## config.mk

```make
export PLATFORM = sky130hd
export DESIGN_NAME = long_press_detector
export DESIGN_NICKNAME = d
export VERILOG_FILES = /design/src/sv/lpd_pkg.sv /design/src/sv/lpd_cfg.sv /design/src/sv/lpd_core.sv /design/src/sv/long_press_detector.sv
export SDC_FILE = /design/constraint.sdc
export NUM_CORES = 1
export LEC_CHECK = 0
export BUFFER_PORTS_ARGS = -buffer_cell sky130_fd_sc_hd__buf_2
export CORE_MARGIN = 2
export CORE_UTILIZATION = 59
export CTS_CLUSTER_DIAMETER = 60
export DETAILED_ROUTE_END_ITERATION = 12
export GPL_TIMING_DRIVEN = 0
export PLACE_DENSITY = 0.85
export SLEW_MARGIN = 20
export SYNTH_ARGS = -nofsm -noshare
export SYNTH_HDL_FRONTEND = slang
export SYNTH_SLANG_ARGS = --single-unit
```

## constraint.sdc

```tcl
create_clock -name i_clk -period 8.2 [get_ports i_clk]
set_input_delay 2.05 -clock i_clk [delete_from_list [all_inputs] [get_ports i_clk]]
set_output_delay 2.05 -clock i_clk [all_outputs]
set_load 0.01 [all_outputs]
```

## src/sv/lpd_pkg.sv

```systemverilog
package lpd_pkg;

    localparam int COORD_BITS = 16;
    localparam int TIMER_BITS = 11;

    localparam int DELAY_W  = 11;
    localparam int THRESH_W = 8;
    localparam int CFG_W    = (DELAY_W > THRESH_W) ? DELAY_W : THRESH_W;
    localparam int CFG_IDX_W = 1;

    localparam logic [CFG_IDX_W-1:0] CFG_DELAY_TICKS    = 1'd0;
    localparam logic [CFG_IDX_W-1:0] CFG_MOVE_THRESHOLD = 1'd1;

    localparam logic [DELAY_W-1:0]  DELAY_RESET  = DELAY_W'(500);
    localparam logic [THRESH_W-1:0] THRESH_RESET = THRESH_W'(20);

    localparam logic [1:0] CMD_PRESS   = 2'd0;
    localparam logic [1:0] CMD_RELEASE = 2'd1;
    localparam logic [1:0] CMD_MOTION  = 2'd2;
    localparam logic [1:0] CMD_TICK    = 2'd3;

    localparam logic [1:0] ST_NONE       = 2'd0;
    localparam logic [1:0] ST_COLLECTING = 2'd1;
    localparam logic [1:0] ST_RECOGNIZED = 2'd2;

    localparam logic [3:0] BUTTON_PRIMARY = 4'd1;

    localparam int IN_USER_W  = 3;
    localparam int IN_BITS    = 16 + 2 * COORD_BITS;
    localparam int IN_DATA_W  = ((IN_BITS + 7) / 8) * 8;
    localparam int OUT_BITS   = 4 + 2 * COORD_BITS;
    localparam int OUT_DATA_W = ((OUT_BITS + 7) / 8) * 8;

    typedef struct packed {
        logic [1:0]            cmd;
        logic                  is_touch;
        logic [3:0]            button;
        logic [3:0]            device_id;
        logic [7:0]            sequence_id;
        logic [COORD_BITS-1:0] pos_x;
        logic [COORD_BITS-1:0] pos_y;
    } t_event;

    typedef struct packed {
        logic                  handled;
        logic                  fire_now;
        logic [COORD_BITS-1:0] press_x;
        logic [COORD_BITS-1:0] press_y;
        logic [1:0]            gesture_state;
    } t_result;

    typedef struct packed {
        logic [DELAY_W-1:0]  delay_ticks;
        logic [THRESH_W-1:0] move_threshold;
    } t_cfg;

    // countdown load: saturate to the timer range, never zero
    function automatic logic [TIMER_BITS-1:0] delay_load(input logic [DELAY_W-1:0] d);
        logic [DELAY_W+TIMER_BITS-1:0] dx;
        logic [DELAY_W+TIMER_BITS-1:0] tmax;
        logic [TIMER_BITS-1:0]         v;
        dx   = (DELAY_W+TIMER_BITS)'(d);
        tmax = (DELAY_W+TIMER_BITS)'({TIMER_BITS{1'b1}});
        if (dx > tmax) begin
            v = {TIMER_BITS{1'b1}};
        end else begin
            v = dx[TIMER_BITS-1:0];
        end
        if (v == '0) begin
            v = TIMER_BITS'(1);
        end
        return v;
    endfunction

endpackage

```

## src/sv/lpd_cfg.sv

```systemverilog
module lpd_cfg (
    input  logic                            i_clk,
    input  logic                            i_rst_n,
    input  logic                            i_cfg_we,
    input  logic [lpd_pkg::CFG_IDX_W-1:0]   i_cfg_idx,
    input  logic [lpd_pkg::CFG_W-1:0]       i_cfg_data,
    output lpd_pkg::t_cfg                   o_cfg
);
    import lpd_pkg::*;

    logic [DELAY_W-1:0]  r_delay;
    logic [THRESH_W-1:0] r_thresh;

    always_ff @(posedge i_clk) begin
        if (!i_rst_n) begin
            r_delay  <= DELAY_RESET;
            r_thresh <= THRESH_RESET;
        end else if (i_cfg_we) begin
            unique case (i_cfg_idx)
                CFG_DELAY_TICKS:    r_delay  <= i_cfg_data[DELAY_W-1:0];
                CFG_MOVE_THRESHOLD: r_thresh <= i_cfg_data[THRESH_W-1:0];
                default: ;
            endcase
        end
    end

    assign o_cfg.delay_ticks    = r_delay;
    assign o_cfg.move_threshold = r_thresh;

endmodule

```

## src/sv/lpd_core.sv

```systemverilog
module lpd_core (
    input  logic             i_clk,
    input  logic             i_rst_n,
    input  logic             i_step,
    input  lpd_pkg::t_event  i_event,
    input  lpd_pkg::t_cfg    i_cfg,
    output lpd_pkg::t_result o_result
);
    import lpd_pkg::*;

    logic                  r_owned;
    logic [3:0]            r_dev;
    logic [7:0]            r_seq;
    logic [COORD_BITS-1:0] r_sx;
    logic [COORD_BITS-1:0] r_sy;
    logic [TIMER_BITS-1:0] r_cd;
    logic                  r_fired;

    logic                  n_owned;
    logic [3:0]            n_dev;
    logic [7:0]            n_seq;
    logic [COORD_BITS-1:0] n_sx;
    logic [COORD_BITS-1:0] n_sy;
    logic [TIMER_BITS-1:0] n_cd;
    logic                  n_fired;

    logic is_owner;
    logic primary;
    logic free_for_us;
    logic moved;

    function automatic logic [COORD_BITS:0] abs_diff(input logic [COORD_BITS-1:0] a,
                                                     input logic [COORD_BITS-1:0] b);
        logic signed [COORD_BITS:0] d;
        d = $signed({a[COORD_BITS-1], a}) - $signed({b[COORD_BITS-1], b});
        return d[COORD_BITS] ? (COORD_BITS+1)'(-d) : (COORD_BITS+1)'(d);
    endfunction

    always_comb begin
        is_owner    = r_owned && (r_dev == i_event.device_id)
                      && (r_seq == i_event.sequence_id);
        primary     = i_event.is_touch || (i_event.button == BUTTON_PRIMARY);
        free_for_us = !r_owned || ((r_dev == i_event.device_id)
                      && ((r_seq == '0) || (r_seq == i_event.sequence_id)));
        moved       = (abs_diff(r_sx, i_event.pos_x) > (COORD_BITS+1)'(i_cfg.move_threshold))
                      || (abs_diff(r_sy, i_event.pos_y) > (COORD_BITS+1)'(i_cfg.move_threshold));

        n_owned = r_owned;
        n_dev   = r_dev;
        n_seq   = r_seq;
        n_sx    = r_sx;
        n_sy    = r_sy;
        n_cd    = r_cd;
        n_fired = r_fired;
        o_result = '0;

        unique case (i_event.cmd)
            CMD_PRESS: begin
                if (primary && free_for_us) begin
                    n_owned = 1'b1;
                    n_dev   = i_event.device_id;
                    n_seq   = i_event.sequence_id;
                    n_sx    = i_event.pos_x;
                    n_sy    = i_event.pos_y;
                    n_fired = 1'b0;
                    n_cd    = delay_load(i_cfg.delay_ticks);
                    o_result.handled = 1'b1;
                end
            end
            CMD_RELEASE: begin
                if (is_owner) begin
                    o_result.handled = r_fired;
                    n_owned = 1'b0;
                    n_cd    = '0;
                    n_fired = 1'b0;
                end
            end
            CMD_MOTION: begin
                if (is_owner && moved) begin
                    n_owned = 1'b0;
                    n_cd    = '0;
                    n_fired = 1'b0;
                end
            end
            CMD_TICK: begin
                if (r_owned && (r_cd != '0)) begin
                    n_cd = r_cd - TIMER_BITS'(1);
                    if (r_cd == TIMER_BITS'(1)) begin
                        n_fired = 1'b1;
                        o_result.fire_now = 1'b1;
                        o_result.press_x  = r_sx;
                        o_result.press_y  = r_sy;
                    end
                end
            end
            default: ;
        endcase

        if (!n_owned) begin
            o_result.gesture_state = ST_NONE;
        end else if (n_cd != '0) begin
            o_result.gesture_state = ST_COLLECTING;
        end else if (n_fired) begin
            o_result.gesture_state = ST_RECOGNIZED;
        end else begin
            o_result.gesture_state = ST_NONE;
        end
    end

    always_ff @(posedge i_clk) begin
        if (!i_rst_n) begin
            r_owned <= 1'b0;
            r_cd    <= '0;
            r_fired <= 1'b0;
        end else if (i_step) begin
            r_owned <= n_owned;
            r_cd    <= n_cd;
            r_fired <= n_fired;
        end
    end

    always_ff @(posedge i_clk) begin
        if (i_step) begin
            r_dev <= n_dev;
            r_seq <= n_seq;
            r_sx  <= n_sx;
            r_sy  <= n_sy;
        end
    end

endmodule

```

## src/sv/long_press_detector.sv

```systemverilog
// path: input transfer into the input register, then the result register to the master side
// throughput: one event per cycle while the master side accepts results; the gesture step
// is combinational between the input register and the result register
// reset: synchronous active-low i_rst_n clears the gesture, the valid flags of
// both registers and loads delay_ticks 500 and move_threshold 20
module long_press_detector (
    input  logic                             i_clk,
    input  logic                             i_rst_n,
    input  logic                             i_cfg_we,
    input  logic [lpd_pkg::CFG_IDX_W-1:0]    i_cfg_idx,
    input  logic [lpd_pkg::CFG_W-1:0]        i_cfg_data,
    input  logic                             i_s_tvalid,
    output logic                             o_s_tready,
    // button, device_id, sequence_id, pos_x, pos_y
    input  logic [lpd_pkg::IN_DATA_W-1:0]    i_s_tdata,
    // cmd, is_touch
    input  logic [lpd_pkg::IN_USER_W-1:0]    i_s_tuser,
    output logic                             o_m_tvalid,
    input  logic                             i_m_tready,
    // handled, fire_now, press_x, press_y, gesture_state, zero pad
    output logic [lpd_pkg::OUT_DATA_W-1:0]   o_m_tdata
);
    import lpd_pkg::*;

    logic    r_in_valid;
    t_event  r_in;
    t_event  in_event;
    logic    r_out_valid;
    t_result r_out;
    t_result step_result;
    t_cfg    cfg;
    logic    advance;

    lpd_cfg u_cfg (
        .i_clk      (i_clk),
        .i_rst_n    (i_rst_n),
        .i_cfg_we   (i_cfg_we),
        .i_cfg_idx  (i_cfg_idx),
        .i_cfg_data (i_cfg_data),
        .o_cfg      (cfg)
    );

    lpd_core u_core (
        .i_clk    (i_clk),
        .i_rst_n  (i_rst_n),
        .i_step   (advance),
        .i_event  (r_in),
        .i_cfg    (cfg),
        .o_result (step_result)
    );

    assign in_event.cmd         = i_s_tuser[1:0];
    assign in_event.is_touch    = i_s_tuser[2];
    assign in_event.button      = i_s_tdata[3:0];
    assign in_event.device_id   = i_s_tdata[7:4];
    assign in_event.sequence_id = i_s_tdata[15:8];
    assign in_event.pos_x       = i_s_tdata[16 +: COORD_BITS];
    assign in_event.pos_y       = i_s_tdata[16 + COORD_BITS +: COORD_BITS];

    assign advance    = r_in_valid && (!r_out_valid || i_m_tready);
    assign o_s_tready = !r_in_valid || advance;

    always_ff @(posedge i_clk) begin
        if (!i_rst_n) begin
            r_in_valid <= 1'b0;
        end else if (o_s_tready) begin
            r_in_valid <= i_s_tvalid;
        end
    end

    always_ff @(posedge i_clk) begin
        if (i_s_tvalid && o_s_tready) begin
            r_in <= in_event;
        end
    end

    always_ff @(posedge i_clk) begin
        if (!i_rst_n) begin
            r_out_valid <= 1'b0;
        end else if (advance) begin
            r_out_valid <= 1'b1;
        end else if (i_m_tready) begin
            r_out_valid <= 1'b0;
        end
    end

    always_ff @(posedge i_clk) begin
        if (advance) begin
            r_out <= step_result;
        end
    end

    assign o_m_tvalid = r_out_valid;
    assign o_m_tdata  = OUT_DATA_W'({r_out.gesture_state, r_out.press_y, r_out.press_x,
                                     r_out.fire_now, r_out.handled});

    // a fired long press always leaves the gesture recognized
    assert property (@(posedge i_clk) disable iff (!i_rst_n)
        (r_out_valid && r_out.fire_now) |-> (r_out.gesture_state == ST_RECOGNIZED))
        else $error("long press result without recognized state");

    // every step produces a result on the next cycle
    assert property (@(posedge i_clk) disable iff (!i_rst_n)
        advance |=> r_out_valid)
        else $error("step did not produce a result");

    // input side only stalls while an event is held
    assert property (@(posedge i_clk) disable iff (!i_rst_n)
        !o_s_tready |-> (r_in_valid && r_out_valid && !i_m_tready))
        else $error("input stalled without a held event");

endmodule

```

==> metrics <==
outcome finished, final reports clean; Adder-Cell Fraction of Synth Area 0.07371; Post-Route Utilization 0.6924; Setup Crit Path Kind reg2reg; placed insts 1274; Pre-antenna DRT Iters 5; Avg Cell Area, Syn 10.12 um2; clock root buffer clkbuf_16; wire per inst 16.83 um; initial core utilization 0.6027; # diodes 0; Tmin final 6.671 ns; DRT antenna net count 0; largest family of logic cells by synthesized area simple AND/OR/NAND/NOR gates; crit path launch r_in[16]; Synth Area in Compound Gates 0.1788; Worst-Margin Slew 0.9649 ns; clock latency at the later pin of the worst-skew pair 0.43 ns; EDFF count, synth 131; synth warn 0; Max-slew headroom 0.3551; Final Wtd Congestion 0.9173; sequential share of the synthesized area 0.4837; IO buf count 105; CP required 8.37 ns; mux cell area share after synthesis 0.008657; pin count of the biggest net entering global routing 52; crit path capture type register; GRT Util Overall 0.2615; # clock sinks 165; deepest clock path buffer count 2; Layout Nets 1200; Max Cap Viol 0; CTS tree built; Die ar. 17200 um2; pwr/cell area 184.6 nW/um2; reg2reg end o_m_tdata[35]; RSZ-0062 raised after global routing false; max-slew violations 0; first-pass GRT wire length 36.38 mm; vias in the first global route 7458; hpwl dp 15.72 mm; Top Ports 110; flops & latches, synth 165; Final Skew 0.007574 ns; Via Count 7672; DRC Markers 0; CTS Buf Count 17; Synth Cell Area 9539 um2; R2R depth 23; FF-to-FF Start r_in[16]; Unique masters post-synth 78; final period utilization 0.8136; H-tree depth 4; Worst Setup Start Kind register; Lkg Pwr 4.315 nW; most frequent cells in the layout edfxtp_1 (131), buf_2 (113), nand2_1 (93), a21oi_1 (69), inv_1 (59); final wirelength 21.98 mm; ys async rst share 0; total grt overflow 0; simple-gate portion of the synthesized area 0.1810; area grow syn2layout 14.89%; hold buffer count at CTS 0; initial antenna violation count 0; Rows 46; type of the most critical hold path reg2reg; Reg clk slew, reported paths 0.07 ns; Die Wd 131.2 um; crit path to o_m_tdata[35]; via density per instance 5.874; DIE HEIGHT 131.2 um; post_cts resized 0; postcts setup bufs 0; crit-path max FO 10; share of cells above drive strength 1 0.1532; Worst Path Arrival 6.84 ns; most common cell after layout, fill and taps aside edfxtp_1; cells after synthesis 943; reg2reg setup slack 1.53 ns; final non-filler cell total 1306; Final setup viols 0; VDD IR max 0.0001661 V; maximum operating frequency 149.9 MHz; count of final hold-check violations 0; core area 15830 um2; Fin Setup TNS 0 ns; xor/xnor share of the synthesized area 0.03489; DRT iter0 DRCs 643; Synth Flop Type edfxtp_1
-- power breakdown --
part           internal, mW  switching, mW  leakage (nW)
Combinational         0.121          0.183          2.54
Sequential            0.937         0.0186          1.50
Clock                 0.403          0.359         0.273
-- per-stage QoR --
| step | power (mW) | setup slack (ns) | hold WS [ns] | instance area [um2] |
|---|---|---|---|---|
| after floorplan | 1.187 | 0.9796 | 0.4264 | 9550 |
| after global placement | 1.263 | -1.536 | 0.4310 | 10350 |
| after detailed placement | 1.272 | 1.678 | 0.4332 | 10400 |
| after CTS | 2.031 | 1.603 | 0.4504 | 10960 |
| after global routing | 2.106 | 1.064 | 0.4571 | 10960 |
| final | 2.023 | 1.529 | 0.4505 | 10960 |
-- flip-flops by register name (all words and copies together), names as in the netlist, 8 cells and up --
name            count
u_cfg.r_thresh      8
u_core.r_sx        16
u_core.r_seq        8
u_cfg.r_delay      11
u_core.r_cd        11
r_in               51
o_m_tdata          36
u_core.r_sy        16
-- worst min path at each step --
stage / from / end / slack [ns] / depth (start not counted)
finish: r_in[7] / u_core.r_sy[7] / 0.45 / 0
floorplan: r_in[26] / u_core.r_sx[10] / 0.43 / 0
detailed placement: r_in[3] / u_core.r_sy[3] / 0.43 / 0
global route: r_in[3] / u_core.r_sy[3] / 0.46 / 0
global placement: r_in[10] / u_core.r_sy[10] / 0.43 / 0
CTS: r_in[3] / u_core.r_sy[3] / 0.45 / 0
-- final cells by class --
type | count | area, um2
timing repair buffer | 112 | 563.0
tap | 216 | 270.3
fill | 1208 | 4868
sequential | 165 | 4614
clock inverter | 13 | 125.1
multi-input combinational | 687 | 4579
buffer | 35 | 152.6
clock buffer | 19 | 432.9
inverter | 59 | 221.5
-- synth_stat cells (all sizes together) (5+ instances only) --
cell type	count	area [um2]
edfxtp	131	3934
and2	47	294.0
xnor2	21	183.9
nand3	18	90.09
or3	11	73.82
a22oi	7	52.55
mux2i	6	60.06
and3	6	37.54
a21oi	69	345.3
or2	5	31.28
nor2b	11	68.82
clkbuf	26	97.59
nand4	11	68.82
a211oi	10	75.07
ha	53	663.1
xor2	17	148.9
nor3	20	100.1
nor4b	5	62.56
o21ai	48	251.5
inv	59	221.5
nor4	21	131.4
dfxtp	34	680.7
nor2	58	217.7
o211ai	7	52.55
a211o	7	61.31
a31oi	6	37.54
o22ai	6	37.54
o21bai	7	52.55
a2111oi	8	102.6
o21a	13	97.59
buf	9	51.30
nand2b	12	75.07
or4	5	37.54
nand2	93	349.1
a21o	13	97.59
-- routing by layer --
metal,GRT usage,up-vias,wire length (um)
met4,0.09722,0,520
met1,0.3384,3602,9676
met2,0.4365,241,10540
li1,-,3792,-
met5,0,-,0
met3,0.05401,37,1243
-- worst max-delay path: stages (launching register included) --
cell	delay (ns)
edfxtp_1	0.41
ha_1	0.25
fa_1	0.40
nand2b_1	0.18
a211oi_1	0.61
o21a_1	0.26
o21ai_0	0.11
a22oi_1	0.49
clkbuf_1	0.39
nor2_1	0.10
xnor2_1	0.15
ha_1	0.30
a21oi_1	0.14
nor2b_1	0.06
o21ai_0	0.14
a21oi_1	0.08
a2111oi_0	0.41
o22ai_1	0.15
a311o_1	0.36
a2111oi_2	0.31
o2111ai_2	0.41
a211oi_1	0.40
a211o_1	0.21
nor4_1	0.08
-- kinds of logic (layout without fill, tap and decap cells) --
group                    Yosys count  after routing
AND/OR/NAND/NOR                  333            333
AO/OA/AOI/OAI                    249            249
flip-flops                       165            165
buffers and inverters             94            238
adder cells (fa/ha/maj)           55             55
XOR/XNOR                          38             38
multiplexers                       8              8
other                              1              4
Note: power is estimated with default switching activity, not from simulation.
